**src/rtl/uda_pkg.sv**
```systemverilog
// shared constants and types for the unsigned to decimal ascii unit
// no dependencies
`default_nettype none

package uda_pkg;

   localparam int VALUE_BITS     = 32;
   localparam int REQ_BITS       = 32;
   localparam int CHAR_BITS      = 8;
   // decimal digits of the largest VALUE_BITS wide number
   localparam int DIGITS         = ((VALUE_BITS * 1233) >> 12) + 1;
   localparam int BCD_BITS       = DIGITS * 4;
   localparam int SHIFT_CNT_BITS = $clog2(VALUE_BITS);
   localparam int DIGIT_CNT_BITS = $clog2(DIGITS);

   localparam logic [CHAR_BITS-1:0] ASCII_ZERO = 8'h30;

   typedef struct packed {
      logic                valid;
      logic [BCD_BITS-1:0] digits;
   } bcd_word_type;

endpackage

`default_nettype wire

```
**src/rtl/unsigned_to_decimal_ascii_unit.sv**
```systemverilog
// top level of the unsigned to decimal ascii unit: terminator register and channels
// depends on uda_pkg, uda_dabble, uda_emit
//
// channel  direction  word                              accepted when
// req      in         tdata[31:0] value                 req_tvalid & req_tready
// rsp      out        tdata[7:0] out_char, tlast last   rsp_tvalid & rsp_tready
// csr      in         data[7:0] terminator_char         csr_valid & csr_ready
//
// the converter takes one value bit per cycle and takes a new word only once it is back
// in idle after the bcd hand-off, so req_tready stays low from acceptance until then
// the serializer steps each decimal place, then the terminator, overlapping the next conversion
// reset is synchronous and clears the terminator to zero
// a stalled rsp side holds the serializer, then the converter, then req_tready
`default_nettype none

module unsigned_to_decimal_ascii_unit (
   input  wire         clock,
   input  wire         reset,
   input  wire         req_tvalid,
   output logic        req_tready,
   input  wire  [31:0] req_tdata,   // [31:0] value
   output logic        rsp_tvalid,
   input  wire         rsp_tready,
   output logic [7:0]  rsp_tdata,   // [7:0] out_char
   output logic        rsp_tlast,
   input  wire         csr_valid,
   output logic        csr_ready,
   input  wire  [7:0]  csr_data     // [7:0] terminator_char
);
   import uda_pkg::*;

   logic [CHAR_BITS-1:0]  term_ff, term_in;
   logic                  conv_idle;
   logic                  bcd_ready;
   bcd_word_type          bcd_word;
   logic [VALUE_BITS-1:0] value;

   assign value      = VALUE_BITS'({{VALUE_BITS{1'b0}}, req_tdata});
   assign req_tready = conv_idle;
   assign csr_ready  = 1'b1;
   assign term_in    = csr_valid ? csr_data : term_ff;

   always_ff @(posedge clock) begin
      if (reset) begin
         term_ff <= '0;
      end else begin
         term_ff <= term_in;
      end
   end

   uda_dabble u_dabble (
      .clock     (clock),
      .reset     (reset),
      .load      (req_tvalid),
      .value     (value),
      .idle      (conv_idle),
      .bcd_out   (bcd_word),
      .bcd_ready (bcd_ready)
   );

   uda_emit u_emit (
      .clock       (clock),
      .reset       (reset),
      .bcd_in_word (bcd_word),
      .bcd_ready   (bcd_ready),
      .term_char   (term_ff),
      .rsp_tvalid  (rsp_tvalid),
      .rsp_tready  (rsp_tready),
      .rsp_tdata   (rsp_tdata),
      .rsp_tlast   (rsp_tlast)
   );

endmodule

`default_nettype wire

```
**src/rtl/uda_dabble.sv**
```systemverilog
// bit serial binary to bcd converter, one input bit per cycle with add-3 correction
// depends on uda_pkg
`default_nettype none

module uda_dabble (
   input  wire                            clock,
   input  wire                            reset,
   input  wire                            load,
   input  wire  [uda_pkg::VALUE_BITS-1:0] value,
   output logic                           idle,
   output uda_pkg::bcd_word_type          bcd_out,
   input  wire                            bcd_ready
);
   import uda_pkg::*;

   typedef enum logic [1:0] {
      ST_IDLE,
      ST_SHIFT,
      ST_DONE
   } state_type;

   state_type                 state_ff, state_in;
   logic [VALUE_BITS-1:0]     bin_ff, bin_in;
   logic [BCD_BITS-1:0]       bcd_ff, bcd_in;
   logic [SHIFT_CNT_BITS-1:0] cnt_ff, cnt_in;
   logic [BCD_BITS-1:0]       adj;

   always_comb begin
      adj = bcd_ff;
      for (int i = 0; i < DIGITS; i++) begin
         if (bcd_ff[4*i +: 4] >= 4'd5) begin
            adj[4*i +: 4] = bcd_ff[4*i +: 4] + 4'd3;
         end
      end
   end

   always_comb begin
      state_in = state_ff;
      bin_in   = bin_ff;
      bcd_in   = bcd_ff;
      cnt_in   = cnt_ff;
      case (state_ff)
         ST_IDLE: begin
            if (load) begin
               bin_in   = value;
               bcd_in   = '0;
               cnt_in   = '0;
               state_in = ST_SHIFT;
            end
         end
         ST_SHIFT: begin
            bcd_in = {adj[BCD_BITS-2:0], bin_ff[VALUE_BITS-1]};
            bin_in = {bin_ff[VALUE_BITS-2:0], 1'b0};
            cnt_in = cnt_ff + 1'b1;
            if (cnt_ff == SHIFT_CNT_BITS'(VALUE_BITS - 1)) begin
               state_in = ST_DONE;
            end
         end
         ST_DONE: begin
            if (bcd_ready) begin
               state_in = ST_IDLE;
            end
         end
         default: begin
            state_in = ST_IDLE;
         end
      endcase
   end

   always_ff @(posedge clock) begin
      if (reset) begin
         state_ff <= ST_IDLE;
      end else begin
         state_ff <= state_in;
      end
      bin_ff <= bin_in;
      bcd_ff <= bcd_in;
      cnt_ff <= cnt_in;
   end

   assign idle           = (state_ff == ST_IDLE);
   assign bcd_out.valid  = (state_ff == ST_DONE);
   assign bcd_out.digits = bcd_ff;

endmodule

`default_nettype wire

```
**src/rtl/uda_emit.sv**
```systemverilog
// digit serializer: skips leading zeros, emits ascii digits then the terminator
// depends on uda_pkg
`default_nettype none

module uda_emit (
   input  wire                           clock,
   input  wire                           reset,
   input  uda_pkg::bcd_word_type         bcd_in_word,
   output logic                          bcd_ready,
   input  wire  [uda_pkg::CHAR_BITS-1:0] term_char,
   output logic                          rsp_tvalid,
   input  wire                           rsp_tready,
   output logic [uda_pkg::CHAR_BITS-1:0] rsp_tdata,
   output logic                          rsp_tlast
);
   import uda_pkg::*;

   typedef enum logic [1:0] {
      ST_IDLE,
      ST_DIGIT,
      ST_TERM
   } state_type;

   state_type                 state_ff, state_in;
   logic [BCD_BITS-1:0]       bcd_ff, bcd_in;
   logic [DIGIT_CNT_BITS-1:0] cnt_ff, cnt_in;
   logic                      started_ff, started_in;
   logic                      valid_ff, valid_in;
   logic [CHAR_BITS-1:0]      char_ff, char_in;
   logic                      last_ff, last_in;

   logic       can_out;
   logic [3:0] top;
   logic       last_digit;
   logic       show;

   assign can_out    = !valid_ff || rsp_tready;
   assign top        = bcd_ff[BCD_BITS-1 -: 4];
   assign last_digit = (cnt_ff == DIGIT_CNT_BITS'(DIGITS - 1));
   assign show       = started_ff || (top != 4'd0) || last_digit;

   always_comb begin
      state_in   = state_ff;
      bcd_in     = bcd_ff;
      cnt_in     = cnt_ff;
      started_in = started_ff;
      valid_in   = valid_ff && !rsp_tready;
      char_in    = char_ff;
      last_in    = last_ff;
      case (state_ff)
         ST_IDLE: begin
            if (bcd_in_word.valid) begin
               bcd_in     = bcd_in_word.digits;
               cnt_in     = '0;
               started_in = 1'b0;
               state_in   = ST_DIGIT;
            end
         end
         ST_DIGIT: begin
            if (!show || can_out) begin
               if (show) begin
                  valid_in   = 1'b1;
                  char_in    = ASCII_ZERO | {4'd0, top};
                  last_in    = 1'b0;
                  started_in = 1'b1;
               end
               bcd_in = {bcd_ff[BCD_BITS-5:0], 4'd0};
               cnt_in = cnt_ff + 1'b1;
               if (last_digit) begin
                  state_in = ST_TERM;
               end
            end
         end
         ST_TERM: begin
            if (can_out) begin
               valid_in = 1'b1;
               char_in  = term_char;
               last_in  = 1'b1;
               state_in = ST_IDLE;
            end
         end
         default: begin
            state_in = ST_IDLE;
         end
      endcase
   end

   always_ff @(posedge clock) begin
      if (reset) begin
         state_ff   <= ST_IDLE;
         valid_ff   <= 1'b0;
         started_ff <= 1'b0;
      end else begin
         state_ff   <= state_in;
         valid_ff   <= valid_in;
         started_ff <= started_in;
      end
      bcd_ff  <= bcd_in;
      cnt_ff  <= cnt_in;
      char_ff <= char_in;
      last_ff <= last_in;
   end

   assign bcd_ready  = (state_ff == ST_IDLE);
   assign rsp_tvalid = valid_ff;
   assign rsp_tdata  = char_ff;
   assign rsp_tlast  = last_ff;

endmodule

`default_nettype wire
```
**config.mk**
```make
export PLATFORM = sky130hd
export DESIGN_NAME = unsigned_to_decimal_ascii_unit
export DESIGN_NICKNAME = d
export VERILOG_FILES = /design/src/rtl/uda_pkg.sv /design/src/rtl/unsigned_to_decimal_ascii_unit.sv /design/src/rtl/uda_dabble.sv /design/src/rtl/uda_emit.sv
export SDC_FILE = /design/constraint.sdc
export NUM_CORES = 1
export LEC_CHECK = 0
export BUFFER_PORTS_ARGS = -buffer_cell sky130_fd_sc_hd__buf_2
export CORE_ASPECT_RATIO = 1.4
export CORE_MARGIN = 2
export CORE_UTILIZATION = 54
export DETAILED_ROUTE_END_ITERATION = 10
export PLACE_DENSITY = 0.8
export SLEW_MARGIN = 0
export SYNTH_ARGS = -nofsm -noshare
export SYNTH_HDL_FRONTEND = slang
export SYNTH_HIERARCHICAL = 1
export SYNTH_SLANG_ARGS = --single-unit
```
**constraint.sdc**
```tcl
create_clock -name clock -period 4.1 [get_ports clock]
set_input_delay 0.205 -clock clock [delete_from_list [all_inputs] [get_ports clock]]
set_output_delay 0.205 -clock clock [all_outputs]
set_load 0.01 [all_outputs]
```
==> results.ini <==
[route]
ant_nets=0
wl_mm=11.82
wire_per_inst_um=14.81
dr_total_vias=4215
drt_iter0_markers=190
drc=0
first_pass_iters=4
viasPerCell=5.282

[worst_setup_path]
cp-end-kind=flip-flop
cp_max_fo=44
criticalPathCategory=reg -> reg
start_kind=flip-flop
cp.required_ns=4.15
worstPathArrival_ns=2.59

[pwr]
power.density_mw_per_mm2=490.4
finalPower_mw=3.826
vdd_drop_max_uv=275.5
power_leakage_nw=3.187

[synth]
synth.top_cell.area_share=0.5654
synth_area_mm2=0.006904
async_reset_ff_frac=0
synthCells=581
synth_area_leader_cell=edfxtp_1
synth_ff_type=edfxtp_1
seq_area_frac_synth=0.6060
syn_area_per_cell_um2=11.88
synthesis.nets=654
ys_warn_count=6
ys_ff_latch=144
synth_area_leaders=edfxtp_1 57%, mux2_2 8.0%, nand2_1 7.5%
synth_edf_count=130
ys_types=34

[grt]
grt_pass1_wl_mm=19.44
overflow=0
grt_usage=0.1823
antenna_found_initial=0
grt_start_max_net_pins=78
grt.met1_usage=0.1997
top_usage_layer=met2
grt_pass1_vias=4329
gr-usage-met2=0.3363
grt_use_met3=0.04465

[timing]
setup_tns_ns=0
setup_slack_ns=1.555
period_share=0.6207
setup-violations-final=0
worstMarginPinSlew_ns=1.001
finalCriticalPeriod_ns=2.545
fin_worst_skew_ns=0.007107
hold_viol=0
rsz0062_at_grt=no
slew_viol_final=0
max_freq_mhz=392.9
slew_headroom=0.3323

[placement]
dp_hpwl_mm=7.620
gp_congestion=0.7773
place_ws_ns=1.571
place_inst=767
portBuffers=55

[clocking]
cts_setup_buffers=0
clock-root-buffer=clkbuf_16
ctsHoldBuffers=0
clock_path_buffers=2
cts_made_buffers=17
clock_sinks=144
htreeDepth=4
cts.repair.resized=0
cts_tree=yes
clk_pin_slew_worst_paths_ns=0.06
worstSkewPairLatency_ns=0.42

[job]
maxCapViolCount=0

[floorplanning]
start_util=0.5554
die-area_mm2=0.01372
row_count=48
dieWidth_um=99.57
coreArea_mm2=0.01243
ios=57
die_height_um=137.8

[cells_and_area]
finalNonFillerCells=798
diodes=0
area_growth_pct=12.99
drive_gt1_frac=0.2176
layout.nets=709

[outcome]
outcome=finished, final reports clean

[hold_path]
hp-class=in -> reg

==> synth_stat cells, types with 2 or more instances <==
master and number:
buf_1 4, buf_2 6, nor2_1 47, buf_4 5, ha_1 28, o21ai_0 9, xnor2_1 2, a21oi_1 21
and2_1 8, a211oi_1 2, dfxtp_1 14, nand3_1 2, inv_1 27, edfxtp_1 130, nor3_1 12, xor2_1 11
buf_6 6, nor2b_1 9, nand2_1 138, clkbuf_1 4, nand2b_1 14, mux2_2 49, mux2i_1 22
==> per-layer routing <==
metal	part of all wire	up-vias
met1	0.41	2030
met2	0.54	73
met5	0	-
met4	0.015	0
met3	0.031	12
li1	-	2100
==> cell type report <==
| type | instances | area [um2] |
|---|---|---|
| Sequential cell | 144 | 4184 |
| Clock inverter | 11 | 93.84 |
| Multi-Input combinational cell | 385 | 2477 |
| Inverter | 27 | 101.3 |
| Fill cell | 950 | 4631 |
| Clock buffer | 20 | 436.7 |
| Timing Repair Buffer | 61 | 320.3 |
| Tap cell | 150 | 187.7 |
==> cell families after synthesis <==
kind of cell	count (synthesis)	share of synthesized area
XOR/XNOR	13	0.01649
AND/OR/NAND/NOR	236	0.1459
AO/OA/AOI/OAI	36	0.02990
multiplexers	71	0.1118
buffers and inverters	52	0.03860
flip-flops	144	0.6060
other	1	0.0005432
adder cells (fa/ha/maj)	28	0.05074
==> power breakdown <==
part	internal, mW	total (mW)	leakage [nW]	switching [mW]
clock	0.823	1.39	0.243	0.572
combinational	0.232	0.528	1.54	0.296
sequential	1.82	1.90	1.40	0.0864
total	2.87	3.83	3.19	0.954
==> through the flow <==
stage               cell area, um2    util  hold slack, ns
finish                        7801  0.6275         0.02547
global route                  7801  0.6275         0.02700
CTS                           7801  0.6275         0.01648
detailed placement            7271  0.5848          0.4509
global placement              7271  0.5848          0.4452
floorplan                     6907       -          0.2774
==> state kept, by name, summed over array words and instances, names as in the netlist <==
signal / flops
term_ff: 8
u_dabble/bcd_ff: 40
u_dabble/bin_ff: 32
u_dabble/cnt_ff: 5
u_dabble/state_ff: 2
u_emit/bcd_ff: 40
u_emit/cnt_ff: 4
u_emit/rsp_tdata: 8
u_emit/rsp_tlast: 1
u_emit/rsp_tvalid: 1
u_emit/started_ff: 1
u_emit/state_ff: 2
==> critical path, cell delays in order (launching register included) <==
cell	delay (ns)
edfxtp_1	0.39
or4_1	0.56
or3_4	0.38
a311oi_4	0.31
buf_4	0.51
==> layout by cell type (no fill, tap or decap), types with 2 or more instances in the layout <==
| cell type | synthesis | final |
|---|---|---|
| a211oi_1 | 2 | 2 |
| dfxtp_1 | 14 | 14 |
| clkinvlp_4 | 0 | 5 |
| ha_1 | 28 | 27 |
| xnor2_1 | 2 | 2 |
| buf_2 | 6 | 55 |
| nor2b_1 | 9 | 9 |
| clkinv_2 | 0 | 2 |
| mux2_2 | 49 | 49 |
| inv_1 | 27 | 27 |
| xor2_1 | 11 | 11 |
| mux2i_1 | 22 | 22 |
| o21ai_0 | 9 | 9 |
| nand2b_1 | 14 | 13 |
| edfxtp_1 | 130 | 130 |
| clkbuf_1 | 4 | 3 |
| buf_4 | 5 | 6 |
| nor3_1 | 12 | 12 |
| and2_1 | 8 | 8 |
| nand2_1 | 138 | 138 |
| clkbuf_16 | 0 | 17 |
| nor2_1 | 47 | 46 |
| a21oi_1 | 21 | 21 |
| clkinv_1 | 0 | 2 |
| nand3_1 | 2 | 2 |
==> path summary, 6_finish.rpt <==
kind	start	endpoint	slack (ns)	cells past startpoint
setup / recovery	u_emit/bcd_ff[36]	u_emit/bcd_ff[19]	1.56	4
hold / removal	csr_data[7]	term_ff[7]	0.03	3
setup reg to reg	u_emit/bcd_ff[36]	u_emit/bcd_ff[19]	1.56	4
hold reg to reg	term_ff[4]	term_ff[4]	0.49	2
Note: power is estimated with default switching activity, not from simulation.
